[src/hw/rtl/aedst_pkg.sv]
// Shared types and constants for the approximate Euclidean distance block.
// No dependencies; imported by every RTL module of the block.
package aedst_pkg;

    localparam int COORD_W     = 31;
    localparam int AXIS_W      = 31;
    localparam int REM_W       = AXIS_W + 1;
    localparam int DIST_W      = 32;
    localparam int RATIO_SHIFT = 4;
    localparam int DIV_STEPS   = RATIO_SHIFT + 1;
    localparam int RATIO_MAX   = 1 << RATIO_SHIFT;
    localparam int IDX_W       = $clog2(RATIO_MAX + 1);
    localparam int SHIFT_W     = 4;

    localparam logic [SHIFT_W-1:0] SHIFT_A [0:RATIO_MAX] =
        '{4'd12, 4'd9, 4'd7, 4'd6, 4'd5, 4'd5, 4'd4, 4'd4, 4'd4,
          4'd3, 4'd3, 4'd3, 4'd2, 4'd2, 4'd2, 4'd2, 4'd2};
    localparam logic [SHIFT_W-1:0] SHIFT_B [0:RATIO_MAX] =
        '{4'd12, 4'd9, 4'd9, 4'd8, 4'd12, 4'd6, 4'd7, 4'd5, 4'd4,
          4'd5, 4'd4, 4'd4, 4'd9, 4'd5, 4'd4, 4'd3, 4'd3};

    // One edge in flight through the divider chain.
    typedef struct packed {
        logic [AXIS_W-1:0]    major;
        logic [REM_W-1:0]     rem;
        logic [DIV_STEPS-1:0] quo;
        logic                 minor_nz;
        logic                 ok;
        logic                 last;
    } t_work;

endpackage

[src/hw/rtl/aedst_div_cell.sv]
// One restoring-division cell: produces one ratio bit per beat.
// Depends on aedst_pkg for t_work.
module aedst_div_cell
    import aedst_pkg::*;
(
    input  logic  i_clk,
    input  logic  i_rst_n,
    input  logic  i_valid,
    output logic  o_ready,
    input  t_work i_work,
    output logic  o_valid,
    input  logic  i_ready,
    output t_work o_work
);

    logic              r_valid;
    t_work             r_work;
    t_work             n_work;
    logic [REM_W:0]    diff;
    logic              ge;
    logic [REM_W-1:0]  rem_sel;

    assign o_ready = !r_valid || i_ready;

    always_comb begin
        diff    = {1'b0, i_work.rem} - {2'b00, i_work.major};
        ge      = !diff[REM_W];
        rem_sel = ge ? diff[REM_W-1:0] : i_work.rem;
        n_work  = i_work;
        // remainder stays below major, so its top bit is free for the doubling
        n_work.rem = {rem_sel[REM_W-2:0], 1'b0};
        n_work.quo = {i_work.quo[DIV_STEPS-2:0], ge};
    end

    always_ff @(posedge i_clk) begin
        if (!i_rst_n) begin
            r_valid <= 1'b0;
        end else if (o_ready) begin
            r_valid <= i_valid;
        end
    end

    always_ff @(posedge i_clk) begin
        if (o_ready && i_valid) begin
            r_work <= n_work;
        end
    end

    assign o_valid = r_valid;
    assign o_work  = r_work;

endmodule

[src/hw/rtl/aedst_prep.sv]
// Front end: absolute axis differences, then ordering into major and minor.
// Depends on aedst_pkg; feeds the first divider cell.
module aedst_prep
    import aedst_pkg::*;
(
    input  logic               i_clk,
    input  logic               i_rst_n,
    input  logic               i_valid,
    output logic               o_ready,
    input  logic [COORD_W-1:0] i_from_east,
    input  logic [COORD_W-1:0] i_from_north,
    input  logic [COORD_W-1:0] i_to_east,
    input  logic [COORD_W-1:0] i_to_north,
    input  logic               i_source_valid,
    input  logic               i_edge_present,
    input  logic               i_last_edge,
    output logic               o_valid,
    input  logic               i_ready,
    output t_work              o_work
);

    logic              r_v1;
    logic [AXIS_W-1:0] r_abs_e;
    logic [AXIS_W-1:0] r_abs_n;
    logic              r_ok;
    logic              r_last;
    logic              r_v2;
    t_work             r_work;
    t_work             n_work;
    logic              rdy1;
    logic              rdy2;
    logic [COORD_W:0]  de1, de2, dn1, dn2;
    logic [AXIS_W-1:0] n_abs_e;
    logic [AXIS_W-1:0] n_abs_n;
    logic              swap;

    assign rdy2    = !r_v2 || i_ready;
    assign rdy1    = !r_v1 || rdy2;
    assign o_ready = rdy1;

    // Both orders in parallel so the absolute value is one subtract deep.
    always_comb begin
        de1 = {i_from_east[COORD_W-1], i_from_east} - {i_to_east[COORD_W-1], i_to_east};
        de2 = {i_to_east[COORD_W-1], i_to_east} - {i_from_east[COORD_W-1], i_from_east};
        dn1 = {i_from_north[COORD_W-1], i_from_north} - {i_to_north[COORD_W-1], i_to_north};
        dn2 = {i_to_north[COORD_W-1], i_to_north} - {i_from_north[COORD_W-1], i_from_north};
        n_abs_e = de1[COORD_W] ? de2[AXIS_W-1:0] : de1[AXIS_W-1:0];
        n_abs_n = dn1[COORD_W] ? dn2[AXIS_W-1:0] : dn1[AXIS_W-1:0];
    end

    always_comb begin
        swap            = r_abs_e < r_abs_n;
        n_work.major    = swap ? r_abs_n : r_abs_e;
        n_work.rem      = {1'b0, (swap ? r_abs_e : r_abs_n)};
        n_work.quo      = '0;
        n_work.minor_nz = (swap ? r_abs_e : r_abs_n) != '0;
        n_work.ok       = r_ok;
        n_work.last     = r_last;
    end

    always_ff @(posedge i_clk) begin
        if (!i_rst_n) begin
            r_v1 <= 1'b0;
            r_v2 <= 1'b0;
        end else begin
            if (rdy1) begin
                r_v1 <= i_valid;
            end
            if (rdy2) begin
                r_v2 <= r_v1;
            end
        end
    end

    always_ff @(posedge i_clk) begin
        if (rdy1 && i_valid) begin
            r_abs_e <= n_abs_e;
            r_abs_n <= n_abs_n;
            r_ok    <= i_source_valid && i_edge_present;
            r_last  <= i_last_edge;
        end
        if (rdy2 && r_v1) begin
            r_work <= n_work;
        end
    end

    assign o_valid = r_v2;
    assign o_work  = r_work;

endmodule

[src/hw/rtl/aedst_dist.sv]
// Back end: shift-table lookup, shifted terms, final sum and output register.
// Depends on aedst_pkg for the tables and t_work.
module aedst_dist
    import aedst_pkg::*;
(
    input  logic              i_clk,
    input  logic              i_rst_n,
    input  logic              i_valid,
    output logic              o_ready,
    input  t_work             i_work,
    output logic              o_valid,
    input  logic              i_ready,
    output logic [DIST_W-1:0] o_edge_distance,
    output logic              o_distance_valid,
    output logic              o_final_edge
);

    logic              r_v1;
    logic [AXIS_W-1:0] r_major;
    logic [AXIS_W-1:0] r_sha;
    logic [AXIS_W-1:0] r_shb;
    logic              r_nz;
    logic              r_ok;
    logic              r_last;
    logic              r_v2;
    logic [DIST_W-1:0] r_dist;
    logic              r_dvalid;
    logic              r_final;
    logic [DIST_W-1:0] n_dist;
    logic              rdy1;
    logic              rdy2;
    logic [IDX_W-1:0]  idx;

    assign rdy2    = !r_v2 || i_ready;
    assign rdy1    = !r_v1 || rdy2;
    assign o_ready = rdy1;

    always_comb begin
        if (i_work.quo > DIV_STEPS'(RATIO_MAX)) begin
            idx = IDX_W'(RATIO_MAX);
        end else begin
            idx = IDX_W'(i_work.quo);
        end
    end

    always_comb begin
        if (!r_ok) begin
            n_dist = '0;
        end else if (r_nz) begin
            n_dist = DIST_W'(r_major) + DIST_W'(r_sha) + DIST_W'(r_shb);
        end else begin
            n_dist = DIST_W'(r_major);
        end
    end

    always_ff @(posedge i_clk) begin
        if (!i_rst_n) begin
            r_v1 <= 1'b0;
            r_v2 <= 1'b0;
        end else begin
            if (rdy1) begin
                r_v1 <= i_valid;
            end
            if (rdy2) begin
                r_v2 <= r_v1;
            end
        end
    end

    always_ff @(posedge i_clk) begin
        if (rdy1 && i_valid) begin
            r_major <= i_work.major;
            r_sha   <= i_work.major >> SHIFT_A[idx];
            r_shb   <= i_work.major >> SHIFT_B[idx];
            r_nz    <= i_work.minor_nz;
            r_ok    <= i_work.ok;
            r_last  <= i_work.last;
        end
        if (rdy2 && r_v1) begin
            r_dist   <= n_dist;
            r_dvalid <= r_ok;
            r_final  <= r_last;
        end
    end

    assign o_valid          = r_v2;
    assign o_edge_distance  = r_dist;
    assign o_distance_valid = r_dvalid;
    assign o_final_edge     = r_final;

endmodule

[src/hw/rtl/approx_euclid_distance_shift_table.sv]
// Top level of the approximate Euclidean edge-length block.
// Depends on aedst_pkg, aedst_prep, aedst_div_cell and aedst_dist.
//
//   channel   valid / ready              payload
//   input     i_in_valid / o_in_ready    i_from_*, i_to_*, i_source_valid,
//                                        i_edge_present, i_last_edge
//   output    o_out_valid / i_out_ready  o_edge_distance, o_distance_valid,
//                                        o_final_edge
//
// One edge per cycle sustained while the output is not stalled; 2 front-end stages, one
// cell per ratio bit in the divider chain (5), 2 back-end stages.
// Every stage has its own valid bit and takes a beat when empty or when the
// next stage moves, so bubbles close up under an output stall.
// Synchronous active-low reset clears the valid bits only.
module approx_euclid_distance_shift_table
    import aedst_pkg::*;
(
    input  logic               i_clk,
    input  logic               i_rst_n,
    input  logic               i_in_valid,
    output logic               o_in_ready,
    input  logic [COORD_W-1:0] i_from_east,
    input  logic [COORD_W-1:0] i_from_north,
    input  logic [COORD_W-1:0] i_to_east,
    input  logic [COORD_W-1:0] i_to_north,
    input  logic               i_source_valid,
    input  logic               i_edge_present,
    input  logic               i_last_edge,
    output logic               o_out_valid,
    input  logic               i_out_ready,
    output logic [DIST_W-1:0]  o_edge_distance,
    output logic               o_distance_valid,
    output logic               o_final_edge
);

    t_work w_work  [0:DIV_STEPS];
    logic  w_valid [0:DIV_STEPS];
    logic  w_ready [0:DIV_STEPS];

    aedst_prep u_prep (
        .i_clk          (i_clk),
        .i_rst_n        (i_rst_n),
        .i_valid        (i_in_valid),
        .o_ready        (o_in_ready),
        .i_from_east    (i_from_east),
        .i_from_north   (i_from_north),
        .i_to_east      (i_to_east),
        .i_to_north     (i_to_north),
        .i_source_valid (i_source_valid),
        .i_edge_present (i_edge_present),
        .i_last_edge    (i_last_edge),
        .o_valid        (w_valid[0]),
        .i_ready        (w_ready[0]),
        .o_work         (w_work[0])
    );

    for (genvar k = 0; k < DIV_STEPS; k++) begin : g_cell
        aedst_div_cell u_cell (
            .i_clk   (i_clk),
            .i_rst_n (i_rst_n),
            .i_valid (w_valid[k]),
            .o_ready (w_ready[k]),
            .i_work  (w_work[k]),
            .o_valid (w_valid[k+1]),
            .i_ready (w_ready[k+1]),
            .o_work  (w_work[k+1])
        );
    end

    aedst_dist u_dist (
        .i_clk            (i_clk),
        .i_rst_n          (i_rst_n),
        .i_valid          (w_valid[DIV_STEPS]),
        .o_ready          (w_ready[DIV_STEPS]),
        .i_work           (w_work[DIV_STEPS]),
        .o_valid          (o_out_valid),
        .i_ready          (i_out_ready),
        .o_edge_distance  (o_edge_distance),
        .o_distance_valid (o_distance_valid),
        .o_final_edge     (o_final_edge)
    );

endmodule

[config.mk]
export PLATFORM = sky130hd
export DESIGN_NAME = approx_euclid_distance_shift_table
export DESIGN_NICKNAME = d
export VERILOG_FILES = /design/src/hw/rtl/aedst_pkg.sv /design/src/hw/rtl/aedst_div_cell.sv /design/src/hw/rtl/aedst_prep.sv /design/src/hw/rtl/aedst_dist.sv /design/src/hw/rtl/approx_euclid_distance_shift_table.sv
export SDC_FILE = /design/constraint.sdc
export NUM_CORES = 1
export LEC_CHECK = 0
export ABC_AREA = 1
export BUFFER_PORTS_ARGS = -buffer_cell sky130_fd_sc_hd__buf_4
export CAP_MARGIN = 25
export CORE_MARGIN = 8
export CORE_UTILIZATION = 55
export DETAILED_ROUTE_END_ITERATION = 6
export HOLD_SLACK_MARGIN = 0.08
export PLACE_DENSITY_LB_ADDON = 0.08
export SLEW_MARGIN = 30
export SYNTH_ARGS = -nofsm -noshare
export SYNTH_HDL_FRONTEND = slang
export SYNTH_SLANG_ARGS = --single-unit
[constraint.sdc]
create_clock -name i_clk -period 7.7 [get_ports i_clk]
set_input_delay 0.77 -clock i_clk [delete_from_list [all_inputs] [get_ports i_clk]]
set_output_delay 0.77 -clock i_clk [all_outputs]
set_load 0.02 [all_outputs]
==> results by group <==
Global routing
  – GR Util met3: 3.56%
  – First-pass GRT wire length: 196 mm
  – Total GRT Usage: 28.7%
  – Met1 GRT Util: 29.7%
  – Vias in the first global route: 36.3k
  – Initial antenna violation count: 0
  – Met2 GRT Util: 55.1%
  – Grt ovf: 0
  – Busiest layer in global routing: met2
  – Largest net degree at the start of global routing: 69

Power
  – Tot Pwr: 9.60 mW
  – VDD IR max: 0.147 mV
  – Leakage: 20.9 nW
  – Cell Pwr Density: 205 nW/um^2

Clocking
  – CTS Hold Bufs: 0
  – Clock tree root driver cell: clkbuf_16
  – Inserted Clock Buffers: 67
  – H-tree levels: 3
  – Clk slew on worst S/H paths: 0.06 ns
  – Clock sink count: 577
  – Setup repair bufs after CTS: 0
  – TritonCTS clock tree: done
  – Post-CTS Resized: 0
  – Clock buffer depth: 3
  – Worst-Skew Late Latency: 0.61 ns

Routing
  – Initial DRC Count: 2375
  – Total Routed Length: 127 mm
  – Final ANT Viol Nets: 0
  – Drt pass-1 iters: 7
  – # DRC: 4
  – DR vias: 36.3k
  – Routed WL per cell: 19.6 microns
  – Mean number of vias per cell: 5.59

Setup path
  – Crit path arrival time: 4.33 ns
  – Worst reg-to-reg path cell count: 13
  – Worst-path maximum fanout: 33
  – Critical path capture point type: register
  – Startpoint Class: register
  – WS Path Type: register to register
  – Critical path required time: 8.11 ns

Floorplan
  – Num ports: 167
  – CORE AREA: 77100 sq um
  – Initial core utilization: 55.3%
  – # rows: 102
  – Die width: 294 microns
  – Die Y: 294 microns
  – Die Area: 86700 sq um

Cells and area
  – Final #Nets: 5911
  – Util after Layout: 60.6%
  – Post-route cell area: 46700 sq um
  – Post-Layout Cell Count: 6490
  – Share of cells above drive strength 1: 7.34%
  – Syn-to-layout area delta: 9.55%
  – # fillers: 7077

Placed design
  – DP Area: 44600 sq um
  – Port bufs: 166
  – Pre-CTS setup slack: 3.66 ns
  – Placed Cells: 6373
  – Final GP Congestion: 1.02
  – Final HPWL DP: 103 mm

Timing
  – Fin crit period: 3.92 ns
  – Final period util: 50.9%
  – Final setup vio count: 0
  – WHS: 0.344 ns
  – Final Worst Setup Slack: 3.78 ns
  – Clk_skew: 0.0341 ns
  – Count of final hold-check violations: 0
  – Post-Route Setup TNS: 0 ns
  – RSZ-0062 raised after global routing: false
  – Slew @ Worst Pin: 0.990 ns
  – Max Transition Viols Final: 0
  – Fmax: 0.255 GHz
  – Max_slew headroom: 33.3%

Synthesis
  – Synth cell types: 60
  – Syn avg cell area: 8.05 sq um
  – Post-synth top flop: edfxtp_1
  – Mapped Area: 42600 sq um
  – Ys Warns: 0
  – Seq cells post-synth: 577
  – Ys async rst share: 0%
  – Mapped Cells: 5299
  – Post-synthesis sequential area ratio: 40.4%
  – Number of enable flip-flop cells after synthesis: 568

Run status
  – Outcome: complete, but fails checks
  – Failing checks: design-rule violations

Job
  – Maxcap violations: 0

Worst hold path
  – Hold path depth: 1
  – Min-delay worst type: primary input to register
[layer usage]
metal  vias up  part of all wire (%)
met5         -                     0
met1     16900                    36
met2      1063                    53
met3       352                   4.5
met4         0                   6.3
li1      18000                     -
[final timing paths]
check / startpoint / end / slack, ns
min reg2reg: g_cell[0].u_cell.o_work[1] / g_cell[1].u_cell.o_work[1] / 0.41
min: i_last_edge / u_prep.r_last / 0.34
max reg2reg: g_cell[4].u_cell.o_work[5] / u_dist.r_shb[18] / 3.78
max: g_cell[4].u_cell.o_work[5] / u_dist.r_shb[18] / 3.78
[cell type report]
type / instances / area [sq um] / area share, %
clock inverters: 30 / 332 / 0.710
clock buffers: 86 / 1800 / 3.85
flip-flops and latches: 577 / 17200 / 36.9
multi-input cells: 3866 / 22000 / 47.0
inverters: 702 / 2650 / 5.66
repair buffers: 188 / 1430 / 3.06
well taps: 1040 / 1300 / 2.79
diodes: 1 / 2.50 / 0.00536
[power by group]
| group | switching [mW] | internal [mW] | leakage, nW | total (mW) |
|---|---|---|---|---|
| clock network | 1.29 | 1.83 | 1.03 | 3.12 |
| logic | 1.72 | 0.859 | 14.6 | 2.58 |
| registers | 0.130 | 3.76 | 5.28 | 3.89 |
[synthesized netlist by cell type (4+ instances only)]
cell,instances,area share (%)
a31oi_1,15,0.22
o21ai_0,306,3.6
o221ai_1,5,0.10
nor4_1,11,0.16
or2_2,29,0.43
a21oi_1,401,4.7
xnor2_1,69,1.4
fa_1,40,1.9
inv_1,682,6.0
nand3_1,437,5.1
nand2_2,25,0.37
xor2_1,109,2.2
o21ai_2,7,0.14
clkbuf_1,44,0.39
nand2_1,1294,11
nand3b_1,48,0.84
nor2_2,5,0.073
a21oi_2,6,0.12
o21bai_1,23,0.40
a21boi_0,19,0.33
nor3_1,40,0.47
nor2_1,407,3.6
clkbuf_2,23,0.27
o2111ai_1,4,0.082
buf_6,15,0.40
a211oi_1,6,0.11
nand4_1,37,0.54
ha_1,338,9.9
a21o_1,42,0.74
dfxtp_1,9,0.42
edfxtp_1,568,40
o211ai_1,45,0.79
buf_2,54,0.63
buf_4,18,0.32
o21ai_1,46,0.54
inv_2,14,0.12
nand2_4,4,0.11
o21a_1,23,0.40
[kinds of logic after synthesis]
family / after synthesis / share of synthesized area [%]
DFF: 577 / 40.4
other: 1 / 0.00879
buffers and inverters: 857 / 8.21
and+or+nand+nor: 2349 / 23.4
xor gates and xnor gates: 178 / 3.66
AOI/OAI and AO/OA: 959 / 12.5
adders and majority gates: 378 / 11.8
[sequential cells by signal, summed over array words and instances, names as in the netlist, 31 cells and up]
register / cells
g_cell.u_cell.o_work: 309
u_prep.o_work: 65
u_dist.o_edge_distance: 32
u_dist.r_major: 31
u_dist.r_sha: 31
u_dist.r_shb: 31
u_prep.r_abs_e: 31
u_prep.r_abs_n: 31
[critical path, cell delays in order, from the launching register on]
cell      delay (ns)
edfxtp_1        0.57
nor2_4          0.23
nand2_2         0.06
nand2_2         0.08
nand2_1         0.11
ha_1            0.34
inv_1           0.09
a21oi_1         0.08
a21oi_2         0.17
buf_4           0.38
clkinv_1        0.84
nand3_1         0.44
nand3_1         0.13
o21ai_1         0.18
[layout by cell type (no fill, tap or decap), types with 48 or more instances in the layout]
cell type | synthesis | final
nand2_1 | 1294 | 1293
inv_1 | 682 | 679
edfxtp_1 | 568 | 568
nand3_1 | 437 | 437
nor2_1 | 407 | 404
a21oi_1 | 401 | 399
ha_1 | 338 | 338
o21ai_0 | 306 | 306
buf_4 | 18 | 187
xor2_1 | 109 | 109
xnor2_1 | 69 | 69
clkbuf_16 | 0 | 68
nand3b_1 | 48 | 48
Power figures use the tool's default switching activity.
